[src/hw/rtl/session_slot_table_unit_assert.svh]
// Assertion macros for the session slot table
`ifndef SESSION_SLOT_TABLE_UNIT_ASSERT_SVH
`define SESSION_SLOT_TABLE_UNIT_ASSERT_SVH
// implication checked every cycle outside reset
`define SST_ASSERT_IMP(lbl, clk, rst_n, a, c) \
    lbl: assert property (@(posedge clk) disable iff (!rst_n) (a) |-> (c)) \
        else $error("assertion failed");
// next-cycle implication
`define SST_ASSERT_NEXT(lbl, clk, rst_n, a, c) \
    lbl: assert property (@(posedge clk) disable iff (!rst_n) (a) |=> (c)) \
        else $error("assertion failed");
`endif

[src/hw/rtl/sst_pkg.sv]
// Package: types, codes and lifecycle table for the session slot table
package sst_pkg;
    localparam int CAPACITY_DEF   = 64;
    localparam int GEN_BITS_DEF   = 16;
    localparam int LAST_STAGE_DEF = 4;

    localparam logic [3:0] ST_FREE        = 4'd0;
    localparam logic [3:0] ST_RESERVED    = 4'd1;
    localparam logic [3:0] ST_RESOLVING   = 4'd2;
    localparam logic [3:0] ST_CONNECTING  = 4'd3;
    localparam logic [3:0] ST_HANDSHAKING = 4'd4;
    localparam logic [3:0] ST_OPEN        = 4'd5;
    localparam logic [3:0] ST_DRAINING    = 4'd6;
    localparam logic [3:0] ST_TERMINAL    = 4'd7;
    localparam logic [3:0] ST_RETIRED     = 4'd8;

    localparam logic [2:0] RC_OK      = 3'd0;
    localparam logic [2:0] RC_INVAL   = 3'd1;
    localparam logic [2:0] RC_NOENT   = 3'd2;
    localparam logic [2:0] RC_BUSY    = 3'd3;
    localparam logic [2:0] RC_ALREADY = 3'd4;
    localparam logic [2:0] RC_PROTO   = 3'd5;
    localparam logic [2:0] RC_NOFREE  = 3'd6;

    localparam logic [3:0] FN_RESERVE  = 4'd0;
    localparam logic [3:0] FN_RELEASE  = 4'd1;
    localparam logic [3:0] FN_QUERY    = 4'd2;
    localparam logic [3:0] FN_TRANS    = 4'd3;
    localparam logic [3:0] FN_BCLOSE   = 4'd4;
    localparam logic [3:0] FN_FCLOSE   = 4'd5;
    localparam logic [3:0] FN_FAIL     = 4'd6;
    localparam logic [3:0] FN_TAKE     = 4'd7;
    localparam logic [3:0] FN_RECYCLE  = 4'd8;

    localparam logic [1:0] TK_NONE   = 2'd0;
    localparam logic [1:0] TK_CLOSED = 2'd1;
    localparam logic [1:0] TK_FAILED = 2'd2;

    // back-end sequencer
    typedef enum logic [1:0] {
        S_IDLE,
        S_READ,
        S_EXEC,
        S_OUT
    } t_be_state;

    // classified command handed from front to back
    typedef struct packed {
        logic [3:0]  func;
        logic        pre_done;   // result decided in front
        logic [2:0]  pre_code;
        logic        slot_ok;
        logic [6:0]  slot;
        logic [15:0] generation;
        logic [3:0]  next_state;
        logic [15:0] fail_status;
        logic [2:0]  fail_stage;
    } t_cmd;

    function automatic logic step_allowed(input logic [3:0] cur, input logic [3:0] nxt);
        logic ok;
        begin
            case (cur)
                ST_RESERVED:    ok = nxt == ST_RESOLVING || nxt == ST_CONNECTING ||
                                     nxt == ST_DRAINING;
                ST_RESOLVING:   ok = nxt == ST_CONNECTING || nxt == ST_DRAINING;
                ST_CONNECTING:  ok = nxt == ST_HANDSHAKING || nxt == ST_OPEN ||
                                     nxt == ST_DRAINING;
                ST_HANDSHAKING: ok = nxt == ST_OPEN || nxt == ST_DRAINING;
                ST_OPEN:        ok = nxt == ST_DRAINING;
                default:        ok = 1'b0;
            endcase
            return ok;
        end
    endfunction
endpackage

[src/hw/rtl/session_slot_table_unit.sv]
// Top level of the session slot table
// Session slot table: one command in, one result out. A command passes a
// two-entry queue and then four steps in the back end (take from the queue
// with the stack top read, entry read, execute and write, result hold, which
// waits while i_stall is high). The back end handles one command at a time as
// an entry read-modify-write, so it takes no new command until the last is done.
// No clearing pass is needed after reset; the first command can enter at once.
`include "session_slot_table_unit_assert.svh"
module session_slot_table_unit import sst_pkg::*; #(
    parameter int CAPACITY   = CAPACITY_DEF,
    parameter int GEN_BITS   = GEN_BITS_DEF,
    parameter int LAST_STAGE = LAST_STAGE_DEF
) (
    input  logic        i_clk,
    input  logic        i_rst_n,
    input  logic        i_valid,
    output logic        o_stall,
    input  logic [3:0]  i_func,
    input  logic [6:0]  i_slot,
    input  logic [15:0] i_generation,
    input  logic [3:0]  i_next_state,
    input  logic signed [15:0] i_fail_status,
    input  logic [2:0]  i_fail_stage,
    output logic        o_valid,
    input  logic        i_stall,
    output logic [2:0]  o_code,
    output logic [6:0]  o_out_slot,
    output logic [15:0] o_out_generation,
    output logic [3:0]  o_out_state,
    output logic [1:0]  o_term_kind,
    output logic signed [15:0] o_term_status,
    output logic [2:0]  o_term_stage
);
    logic w_cmd_valid, w_pop, w_busy;
    t_cmd w_cmd;

    sst_front #(.CAPACITY(CAPACITY), .LAST_STAGE(LAST_STAGE)) u_front (
        .i_clk, .i_rst_n, .i_valid, .o_stall, .i_func, .i_slot, .i_generation,
        .i_next_state, .i_fail_status, .i_fail_stage,
        .o_cmd_valid(w_cmd_valid), .o_cmd(w_cmd), .i_cmd_pop(w_pop)
    );

    sst_back #(.CAPACITY(CAPACITY), .GEN_BITS(GEN_BITS)) u_back (
        .i_clk, .i_rst_n, .i_cmd_valid(w_cmd_valid), .i_cmd(w_cmd),
        .o_cmd_pop(w_pop), .o_valid, .i_stall, .o_code, .o_out_slot,
        .o_out_generation, .o_out_state, .o_term_kind, .o_term_status,
        .o_term_stage, .o_busy(w_busy)
    );

    `SST_ASSERT_IMP(a_pop_idle, i_clk, i_rst_n, w_pop, w_cmd_valid && !w_busy)
    `SST_ASSERT_NEXT(a_out_held, i_clk, i_rst_n, o_valid && i_stall, o_valid)
    `SST_ASSERT_IMP(a_slot_ok, i_clk, i_rst_n, o_valid && o_out_slot != 7'd0,
        o_code == RC_OK)
endmodule

[src/hw/rtl/sst_front.sv]
// Front end: accepts commands, checks arguments, queues classified items
module sst_front import sst_pkg::*; #(
    parameter int CAPACITY   = CAPACITY_DEF,
    parameter int LAST_STAGE = LAST_STAGE_DEF
) (
    input  logic        i_clk,
    input  logic        i_rst_n,
    input  logic        i_valid,
    output logic        o_stall,
    input  logic [3:0]  i_func,
    input  logic [6:0]  i_slot,
    input  logic [15:0] i_generation,
    input  logic [3:0]  i_next_state,
    input  logic [15:0] i_fail_status,
    input  logic [2:0]  i_fail_stage,
    output logic        o_cmd_valid,
    output t_cmd        o_cmd,
    input  logic        i_cmd_pop
);
    localparam int QD = 2;

    t_cmd       r_q [QD];
    logic [1:0] r_cnt, n_cnt;
    logic       r_rd, n_rd, r_wr, n_wr;
    t_cmd       w_cmd;
    logic       w_push;

    // classify
    always_comb begin
        w_cmd             = '0;
        w_cmd.func        = i_func;
        w_cmd.slot        = i_slot;
        w_cmd.generation  = i_generation;
        w_cmd.next_state  = i_next_state;
        w_cmd.fail_status = i_fail_status;
        w_cmd.fail_stage  = i_fail_stage;
        w_cmd.slot_ok     = i_slot != 7'd0 && i_generation != 16'd0 &&
                            {25'd0, i_slot} <= 32'(CAPACITY);
        if (i_func > FN_RECYCLE) begin
            w_cmd.pre_done = 1'b1;
            w_cmd.pre_code = RC_INVAL;
        end else if (i_func == FN_FAIL && (!i_fail_status[15] || i_fail_stage == 3'd0 ||
                     {29'd0, i_fail_stage} > 32'(LAST_STAGE))) begin
            w_cmd.pre_done = 1'b1;
            w_cmd.pre_code = RC_INVAL;
        end else if (i_func != FN_RESERVE && !w_cmd.slot_ok) begin
            w_cmd.pre_done = 1'b1;
            w_cmd.pre_code = RC_NOENT;
        end
    end

    assign o_stall     = r_cnt == 2'(QD);
    assign w_push      = i_valid && !o_stall;
    assign o_cmd_valid = r_cnt != 2'd0;
    assign o_cmd       = r_q[r_rd];

    // queue pointers
    always_comb begin
        n_cnt = r_cnt + 2'(w_push) - 2'(i_cmd_pop);
        n_wr  = r_wr ^ w_push;
        n_rd  = r_rd ^ i_cmd_pop;
    end

    always_ff @(posedge i_clk) begin
        if (!i_rst_n) begin
            r_cnt <= '0;
            r_rd  <= 1'b0;
            r_wr  <= 1'b0;
        end else begin
            r_cnt <= n_cnt;
            r_rd  <= n_rd;
            r_wr  <= n_wr;
        end
    end

    always_ff @(posedge i_clk) begin
        if (w_push) begin
            r_q[r_wr] <= w_cmd;
        end
    end
endmodule

[src/hw/rtl/sst_back.sv]
// Back end: entry table, free-slot stack and command execution
module sst_back import sst_pkg::*; #(
    parameter int CAPACITY = CAPACITY_DEF,
    parameter int GEN_BITS = GEN_BITS_DEF
) (
    input  logic        i_clk,
    input  logic        i_rst_n,
    input  logic        i_cmd_valid,
    input  t_cmd        i_cmd,
    output logic        o_cmd_pop,
    output logic        o_valid,
    input  logic        i_stall,
    output logic [2:0]  o_code,
    output logic [6:0]  o_out_slot,
    output logic [15:0] o_out_generation,
    output logic [3:0]  o_out_state,
    output logic [1:0]  o_term_kind,
    output logic [15:0] o_term_status,
    output logic [2:0]  o_term_stage,
    output logic        o_busy
);
    localparam int IW = (CAPACITY > 1) ? $clog2(CAPACITY) : 1;
    localparam int DW = $clog2(CAPACITY + 1);
    localparam int EW = 4 + GEN_BITS + 2 + 16 + 3 + 1;
    localparam logic [GEN_BITS-1:0] GMAX = '1;

    typedef struct packed {
        logic [3:0]          st;
        logic [GEN_BITS-1:0] gen;
        logic [1:0]          kind;
        logic [15:0]         status;
        logic [2:0]          stage;
        logic                taken;
    } t_entry;

    // entry and stack memories; entries not yet written read as reset
    logic [EW-1:0]  r_mem   [CAPACITY];
    logic [IW-1:0]  r_stk   [CAPACITY];
    logic           r_ev    [CAPACITY];
    logic           r_sv    [CAPACITY];
    logic [DW-1:0]  r_depth, n_depth;
    logic [DW-1:0]  r_act, n_act;

    t_be_state      r_st, n_st;
    t_cmd           r_cmd;
    logic [IW-1:0]  r_idx, n_idx;
    logic [EW-1:0]  r_rdat;
    logic           r_rev;
    logic [IW-1:0]  r_srd;
    logic           r_ssv;
    logic [IW-1:0]  w_top;
    t_entry         w_e, w_ne;
    logic           w_we, w_push;
    logic [IW-1:0]  w_widx;
    logic [2:0]     n_code;
    logic [6:0]     n_oslot;
    logic [15:0]    n_ogen;
    logic [3:0]     n_ostate;
    logic [1:0]     n_tk;
    logic [15:0]    n_ts;
    logic [2:0]     n_tst;
    logic           w_take;
    logic           w_rel_ok, w_last;
    logic [DW-1:0]  w_tpos;

    assign o_busy    = r_st != S_IDLE;
    assign w_take    = r_st == S_IDLE && i_cmd_valid;
    assign o_cmd_pop = w_take;
    assign o_valid   = r_st == S_OUT;

    // stack top position
    assign w_tpos = r_depth - DW'(1);
    assign w_top  = r_ssv ? r_srd : IW'(CAPACITY - 1 - 32'(w_tpos[IW-1:0]));

    always_comb begin
        w_e = r_rev ? t_entry'(r_rdat) : '0;
    end

    // execute one command on one entry
    always_comb begin
        w_ne     = w_e;
        w_we     = 1'b0;
        w_push   = 1'b0;
        w_widx   = r_idx;
        n_depth  = r_depth;
        n_act    = r_act;
        n_code   = RC_OK;
        n_oslot  = '0;
        n_ogen   = '0;
        n_ostate = '0;
        n_tk     = '0;
        n_ts     = '0;
        n_tst    = '0;
        w_last   = w_e.gen == GMAX;
        w_rel_ok = r_act != '0 && (w_last || r_depth < DW'(CAPACITY));
        if (r_cmd.pre_done) begin
            n_code = r_cmd.pre_code;
        end else if (r_cmd.func == FN_RESERVE) begin
            if (r_depth == '0) begin
                n_code = RC_NOFREE;
            end else if (w_e.st != ST_FREE) begin
                n_code = RC_PROTO;
            end else begin
                n_depth = r_depth - DW'(1);
                n_act   = r_act + DW'(1);
                w_ne    = '0;
                w_ne.st = ST_RESERVED;
                w_ne.gen = (w_e.gen == '0) ? GEN_BITS'(1) : w_e.gen;
                w_we    = 1'b1;
                n_oslot = 7'(32'(r_idx) + 1);
                n_ogen  = 16'(w_ne.gen);
            end
        end else if (w_e.st == ST_FREE || w_e.st == ST_RETIRED ||
                     32'(w_e.gen) != 32'(r_cmd.generation)) begin
            n_code = RC_NOENT;
        end else begin
            case (r_cmd.func)
                FN_RELEASE, FN_RECYCLE: begin
                    if (r_cmd.func == FN_RELEASE ? w_e.st != ST_RESERVED :
                        (w_e.st != ST_TERMINAL || !w_e.taken)) begin
                        n_code = RC_BUSY;
                    end else if (!w_rel_ok) begin
                        n_code = RC_PROTO;
                    end else begin
                        n_act = r_act - DW'(1);
                        w_we  = 1'b1;
                        w_ne  = '0;
                        w_ne.gen = w_e.gen;
                        if (w_last) begin
                            w_ne.st = ST_RETIRED;
                        end else begin
                            w_ne.gen = w_e.gen + GEN_BITS'(1);
                            w_ne.st  = ST_FREE;
                            w_push   = 1'b1;
                            n_depth  = r_depth + DW'(1);
                        end
                    end
                end
                FN_QUERY: n_ostate = w_e.st;
                FN_TRANS: begin
                    if (step_allowed(w_e.st, r_cmd.next_state)) begin
                        w_ne.st = r_cmd.next_state;
                        w_we    = 1'b1;
                    end else begin
                        n_code = RC_PROTO;
                    end
                end
                FN_BCLOSE: begin
                    if (w_e.st == ST_DRAINING || w_e.st == ST_TERMINAL) begin
                        n_code = RC_ALREADY;
                    end else if (!step_allowed(w_e.st, ST_DRAINING)) begin
                        n_code = RC_PROTO;
                    end else begin
                        w_ne.st = ST_DRAINING;
                        w_we    = 1'b1;
                    end
                end
                FN_FCLOSE: begin
                    if (w_e.st == ST_TERMINAL) begin
                        n_code = RC_ALREADY;
                    end else if (w_e.st != ST_DRAINING) begin
                        n_code = RC_PROTO;
                    end else begin
                        w_ne.st = ST_TERMINAL;
                        w_ne.kind = TK_CLOSED;
                        w_ne.status = '0;
                        w_ne.stage = '0;
                        w_ne.taken = 1'b0;
                        w_we = 1'b1;
                    end
                end
                FN_FAIL: begin
                    if (w_e.st == ST_TERMINAL) begin
                        n_code = RC_ALREADY;
                    end else begin
                        w_ne.st = ST_TERMINAL;
                        w_ne.kind = TK_FAILED;
                        w_ne.status = r_cmd.fail_status;
                        w_ne.stage = r_cmd.fail_stage;
                        w_ne.taken = 1'b0;
                        w_we = 1'b1;
                    end
                end
                FN_TAKE: begin
                    if (w_e.st != ST_TERMINAL) begin
                        n_code = RC_BUSY;
                    end else if (w_e.taken) begin
                        n_code = RC_ALREADY;
                    end else begin
                        n_tk  = w_e.kind;
                        n_ts  = w_e.status;
                        n_tst = w_e.stage;
                        w_ne.taken = 1'b1;
                        w_we = 1'b1;
                    end
                end
                default: n_code = RC_INVAL;
            endcase
        end
    end

    // sequencer
    always_comb begin
        n_st  = r_st;
        n_idx = r_idx;
        case (r_st)
            S_IDLE: if (w_take) n_st = S_READ;
            S_READ: begin
                n_idx = (r_cmd.func == FN_RESERVE) ? w_top : IW'(32'(r_cmd.slot) - 1);
                n_st  = S_EXEC;
            end
            S_EXEC: n_st = S_OUT;
            S_OUT:  if (!i_stall) n_st = S_IDLE;
            default: n_st = S_IDLE;
        endcase
    end

    always_ff @(posedge i_clk) begin
        if (!i_rst_n) begin
            r_st    <= S_IDLE;
            r_depth <= DW'(CAPACITY);
            r_act   <= '0;
            for (int i = 0; i < CAPACITY; i++) begin
                r_ev[i] <= 1'b0;
                r_sv[i] <= 1'b0;
            end
        end else begin
            r_st <= n_st;
            if (r_st == S_EXEC) begin
                r_depth <= n_depth;
                r_act   <= n_act;
                if (w_we) r_ev[w_widx] <= 1'b1;
                if (w_push) r_sv[r_depth[IW-1:0]] <= 1'b1;
            end
        end
    end

    // stack top read, entry read and write
    always_ff @(posedge i_clk) begin
        r_srd <= r_stk[w_tpos[IW-1:0]];
        r_ssv <= r_sv[w_tpos[IW-1:0]];
        if (w_take) r_cmd <= i_cmd;
        r_idx <= n_idx;
        if (r_st == S_READ) begin
            r_rdat <= r_mem[n_idx];
            r_rev  <= r_ev[n_idx];
        end
        if (r_st == S_EXEC) begin
            if (w_we) r_mem[w_widx] <= EW'(w_ne);
            if (w_push) r_stk[r_depth[IW-1:0]] <= r_idx;
            o_code           <= n_code;
            o_out_slot       <= n_oslot;
            o_out_generation <= n_ogen;
            o_out_state      <= n_ostate;
            o_term_kind      <= n_tk;
            o_term_status    <= n_ts;
            o_term_stage     <= n_tst;
        end
    end
endmodule
[config.mk]
export PLATFORM = sky130hd
export DESIGN_NAME = session_slot_table_unit
export DESIGN_NICKNAME = d
export VERILOG_FILES = /design/src/hw/rtl/sst_pkg.sv /design/src/hw/rtl/session_slot_table_unit.sv /design/src/hw/rtl/sst_front.sv /design/src/hw/rtl/sst_back.sv
export VERILOG_INCLUDE_DIRS = /design/src /design/src/hw/rtl
export SDC_FILE = /design/constraint.sdc
export NUM_CORES = 2
export LEC_CHECK = 0
export BUFFER_PORTS_ARGS = -buffer_cell sky130_fd_sc_hd__buf_2
export CAP_MARGIN = 20
export CELL_PAD_IN_SITES_DETAIL_PLACEMENT = 2
export CELL_PAD_IN_SITES_GLOBAL_PLACEMENT = 2
export CORE_ASPECT_RATIO = 1.2
export CORE_UTILIZATION = 50
export DETAILED_ROUTE_END_ITERATION = 10
export GPL_ROUTABILITY_DRIVEN = 0
export PLACE_DENSITY = 0.92
export RECOVER_POWER = 100
export SLEW_MARGIN = 20
export SYNTH_ARGS = -nofsm -noshare
export SYNTH_HDL_FRONTEND = slang
export SYNTH_SLANG_ARGS = --single-unit
export TNS_END_PERCENT = 50
[constraint.sdc]
create_clock -name i_clk -period 15.23 [get_ports i_clk]
set_clock_uncertainty 0.15 [all_clocks]
set_input_delay 0.7615 -clock i_clk [delete_from_list [all_inputs] [get_ports i_clk]]
set_output_delay 0.7615 -clock i_clk [all_outputs]
set_load 0.01 [all_outputs]
==> impl_metrics.json, run 1 <==
{
  "avgSynthCellArea_um2": 14.29,
  "synth-seq-cells": 3483,
  "netlist_area_um2": 136400,
  "die_x_um": 478.7,
  "synthFlopType": "edfxtp_1",
  "portBuffers": 106,
  "fp-row-count": 209,
  "error": "[ERROR DPL-0033] detailed placement checks failed during check placement.",
  "synth_edf_count": 3322,
  "yosysSeqAreaShare": 0.7552,
  "synthArstFlopShare": 0,
  "pin_count": 107,
  "yosysWarnings": 0,
  "die_y_um": 574.1,
  "yosysUniqueCellTypes": 79,
  "syn_inst": 9539,
  "stop_stage": "detailed placement (3_5_place_dp)",
  "start_util": 0.5038,
  "hpwlAfterDp_um": 417600,
  "syn-num-nets": 9614,
  "outcome": "did not finish"
}
==> logic make-up after synthesis <==
| family | count (synthesis) | synth area share |
|---|---|---|
| adder cells (fa/ha/maj) | 21 | 0.001982 |
| flip-flops | 3483 | 0.7552 |
| buffers and inverters | 738 | 0.02127 |
| AO/OA/AOI/OAI | 2588 | 0.1193 |
| XOR/XNOR | 49 | 0.003147 |
| AND/OR/NAND/NOR | 2486 | 0.07555 |
| multiplexers | 174 | 0.02353 |
==> synthesized netlist by cell type (63+ instances only) <==
master	number	area share
a21oi_1	1406	0.052
nand2_1	1707	0.047
nand3_1	63	0.0023
clkbuf_1	573	0.016
dfxtp_1	161	0.024
o21ai_0	171	0.0063
buf_2	77	0.0028
nor4_1	68	0.0031
o22ai_1	131	0.0060
nor2_1	417	0.011
edfxtp_1	3322	0.73
mux4_2	112	0.018
a221oi_1	689	0.044
==> through the flow <==
step	std cells	hold WS (ns)	setup WS, ns
after floorplan	9539	0.2698	7.562
after global placement	12760	0.2832	8.003
==> inputs of run 2 (changes only) <==
--- a/config.mk
+++ b/config.mk
@@ -8,13 +8,10 @@
 export LEC_CHECK = 0
 export BUFFER_PORTS_ARGS = -buffer_cell sky130_fd_sc_hd__buf_2
 export CAP_MARGIN = 20
-export CELL_PAD_IN_SITES_DETAIL_PLACEMENT = 2
-export CELL_PAD_IN_SITES_GLOBAL_PLACEMENT = 2
-export CORE_ASPECT_RATIO = 1.2
-export CORE_UTILIZATION = 50
+export CORE_UTILIZATION = 40
 export DETAILED_ROUTE_END_ITERATION = 10
 export GPL_ROUTABILITY_DRIVEN = 0
-export PLACE_DENSITY = 0.92
+export PLACE_DENSITY_LB_ADDON = 0.15
 export RECOVER_POWER = 100
 export SLEW_MARGIN = 20
 export SYNTH_ARGS = -nofsm -noshare
==> run 2 against run 1 <==
- the flow now finishes, with violations (max-capacitance violations, max-slew violations)
- synthesized area is the same
- synthesized cell count is the same
==> impl_metrics.json, run 2 <==
{
  "outcome": "complete, but fails checks",
  "violations": "max-capacitance violations, max-slew violations",
  "fin_crit_sh": 0.7006,
  "setup_viol": 0,
  "regMostFlops": "u_back.r_mem",
  "pin_count": 107,
  "netlist_area_um2": 136400,
  "hold_viol": 0,
  "nets": 9670,
  "final_common_cell": "edfxtp_1",
  "pwr-share-comb": 0.353,
  "cts_buffers": 363,
  "n_fill_cell": 30110,
  "drt-total-wl_um": 408000,
  "crit_family": "buffers and inverters",
  "synth-seq-cells": 3483,
  "yosysUniqueCellTypes": 79,
  "synth_area_leaders": "edfxtp_1 73%, a21oi_1 5.2%, nand2_1 4.7%",
  "htreeDepth": 5,
  "grt_pass1_wl_um": 585800,
  "synth_edf_count": 3322,
  "worst_setup_path_start_kind": "register",
  "dr.pass1.iters": 6,
  "avgSynthCellArea_um2": 14.29,
  "area_growth_pct": 12.82,
  "synth_area_leader_cell": "edfxtp_1",
  "hpwlAfterDp_um": 223000,
  "cts.sinks": 3483,
  "cp-end-kind": "register",
  "dr_total_vias": 85750,
  "portBuffers": 106,
  "clock_power_share": 0.264,
  "tightest_slew_ns": 3.915,
  "largest_register_ffs": 2688,
  "arrival_ns": 11.13,
  "drv_cap": 61,
  "fp-row-count": 214,
  "slew_viol_final": 3198,
  "p_leak_nw": 49.88,
  "yosysSeqAreaShare": 0.7552,
  "synthFlopType": "edfxtp_1",
  "clk_pin_slew_worst_paths_ns": 0.07,
  "cts_buffer_depth": 4,
  "utilization": 0.4531,
  "yosysTopAreaCellShare": 0.7316,
  "grt_pass1_vias": 82590,
  "dieArea_um2": 343200,
  "rsz0062_at_grt": "false",
  "die_y_um": 585.9,
  "syn_inst": 9539,
  "syn-num-nets": 9614,
  "p_int_w": 0.02007,
  "crit_path_max_incr_delay_ns": 2.33,
  "fmax_mhz": 93.72,
  "grt_start_max_net_pins": 181,
  "wire_per_inst_um": 28.20,
  "coreArea_um2": 339500,
  "stdcell_count": 14470,
  "yosysWarnings": 0,
  "critPathKind": "reg -> reg",
  "drc": 0,
  "period_needed_ns": 10.67,
  "irDropWorstVdd_mv": 0.2400,
  "synth_most_common_cell": "edfxtp_1",
  "slew_headroom": -1.610,
  "grtUsageTotal": 0.2318,
  "cts_tree": "done",
  "synth_common_cells": "3322 x edfxtp_1, 1707 x nand2_1, 1406 x a21oi_1, 689 x a221oi_1, 573 x clkbuf_1",
  "viasPerCell": 5.928,
  "power_density_nw_per_um2": 213.5,
  "die_x_um": 585.9,
  "synthArstFlopShare": 0,
  "seqPwrFrac": 0.383,
  "drt_iter0_markers": 9903,
  "switchingPower_w": 0.01277,
  "swShare": 0.3888,
  "drive_above_1_share": 0.09105,
  "clkLatencyLatePin_ns": 0.96,
  "tns_ns": 0,
  "final_cell_mix": "3322 x edfxtp_1, 1707 x nand2_1, 1404 x a21oi_1",
  "postRouteAntennaNets": 0,
  "path_max_fanout": 38,
  "crit_top_cell": "buf_4",
  "start_util": 0.4016,
  "hold_path_class": "in -> reg",
  "place_inst": 13720,
  "path_cells": "inv_1 > ha_1 > clkbuf_1 > nor2b_1 > a31oi_4 > clkbuf_1 > buf_4 > buf_4 > buf_4 > a221oi_1 > nor2_1 > o22ai_1 > or4_1",
  "antenna_found_initial": 27,
  "cp_num_buf_inv": 6,
  "critical-path-slowest-cell": "clkbuf_1",
  "cts_root_buf": "clkbuf_16",
  "gr-total-overflow": 0,
  "critPathRequiredTime_ns": 15.69,
  "p_total_w": 0.03284
}
run 2: cells by family (layout without fill, tap and decap cells):
| logic type | count (synthesis) | count (layout) | share of synthesized area |
|---|---|---|---|
| compound gates | 2588 | 2588 | 0.1193 |
| xor+xnor | 49 | 49 | 0.003147 |
| fa+ha+maj | 21 | 21 | 0.001982 |
| buf+inv | 738 | 1095 | 0.02127 |
| flops | 3483 | 3483 | 0.7552 |
| mux | 174 | 174 | 0.02353 |
| other cells | 0 | 34 | 0 |
| simple gates | 2486 | 2486 | 0.07555 |
run 2: worst min-delay path, cell delays in order:
cell and delay, ns:
buf_2 0.08, a22o_1 0.21, a211oi_1 0.10
run 2: layer usage:
layer / wire (um) / GRT usage / vias to the layer above
met4: 8224 / 0.04810 / 2
met1: 181200 / 0.3421 / 44710
met2: 187500 / 0.3640 / 3466
li1: - / - / 37030
met5: 13 / 0 / -
met3: 31040 / 0.03471 / 535
run 2: what timing repair did:
action / CTS / global route
buffers inserted: 0 / 0
hold buffers: 49 / 0
endpoints found under the hold margin: 98 / 0
gates resized for setup: 0 / 0
run 2: metrics by stage:
stage          setup slack [ns]  cell area [um2]  hold WS [ns]
2_1_floorplan             7.562           136400        0.2698
3_3_place_gp              8.159           142600        0.2857
3_5_place_dp              8.340           142600        0.2924
4_1_cts                   8.314           154600       0.05053
5_1_grt                   4.034           153800       0.09941
6_report                  4.560           153800        0.1149
run 2: power groups by stage:
stage	Combinational [W]	Clock, W	Sequential (W)
3_5_place_dp	0.0116	0	0.0126
3_3_place_gp	0.0114	0	0.0126
2_1_floorplan	0.00720	0	0.0125
4_1_cts	0.0116	0.00883	0.0124
5_1_grt	0.0126	0.00917	0.0126
6_report	0.0116	0.00867	0.0126
run 2: layout make-up:
cell class	count	area, um2	area share
Tap cell	4536	5675	0.03689
Clock buffer	461	9702	0.06307
Multi-Input combinational cell	5318	30880	0.2007
Inverter	30	135.1	0.0008784
Antenna cell	34	85.08	0.0005531
Sequential cell	3483	103000	0.6694
Timing Repair Buffer	399	2545	0.01654
Clock inverter	205	1834	0.01192
run 2: path summary, 6_finish.rpt:
check / endpoint / depth (start not counted) / slack, ns / startpoint
worst max-delay path: u_back.r_rdat[36]$_DFFE_PN_ / 13 / 4.56 / u_back.r_st[1]$_SDFFE_PN0P_
worst min-delay path: u_back.r_st[0]$_SDFFE_PN0P_ / 3 / 0.11 / i_stall
worst max register to register: u_back.r_rdat[36]$_DFFE_PN_ / 13 / 4.56 / u_back.r_st[1]$_SDFFE_PN0P_
worst min register to register: u_back.r_sv[31]$_DFF_P_ / 2 / 0.31 / u_back.r_sv[31]$_DFF_P_
Power figures use the tool's default switching activity.
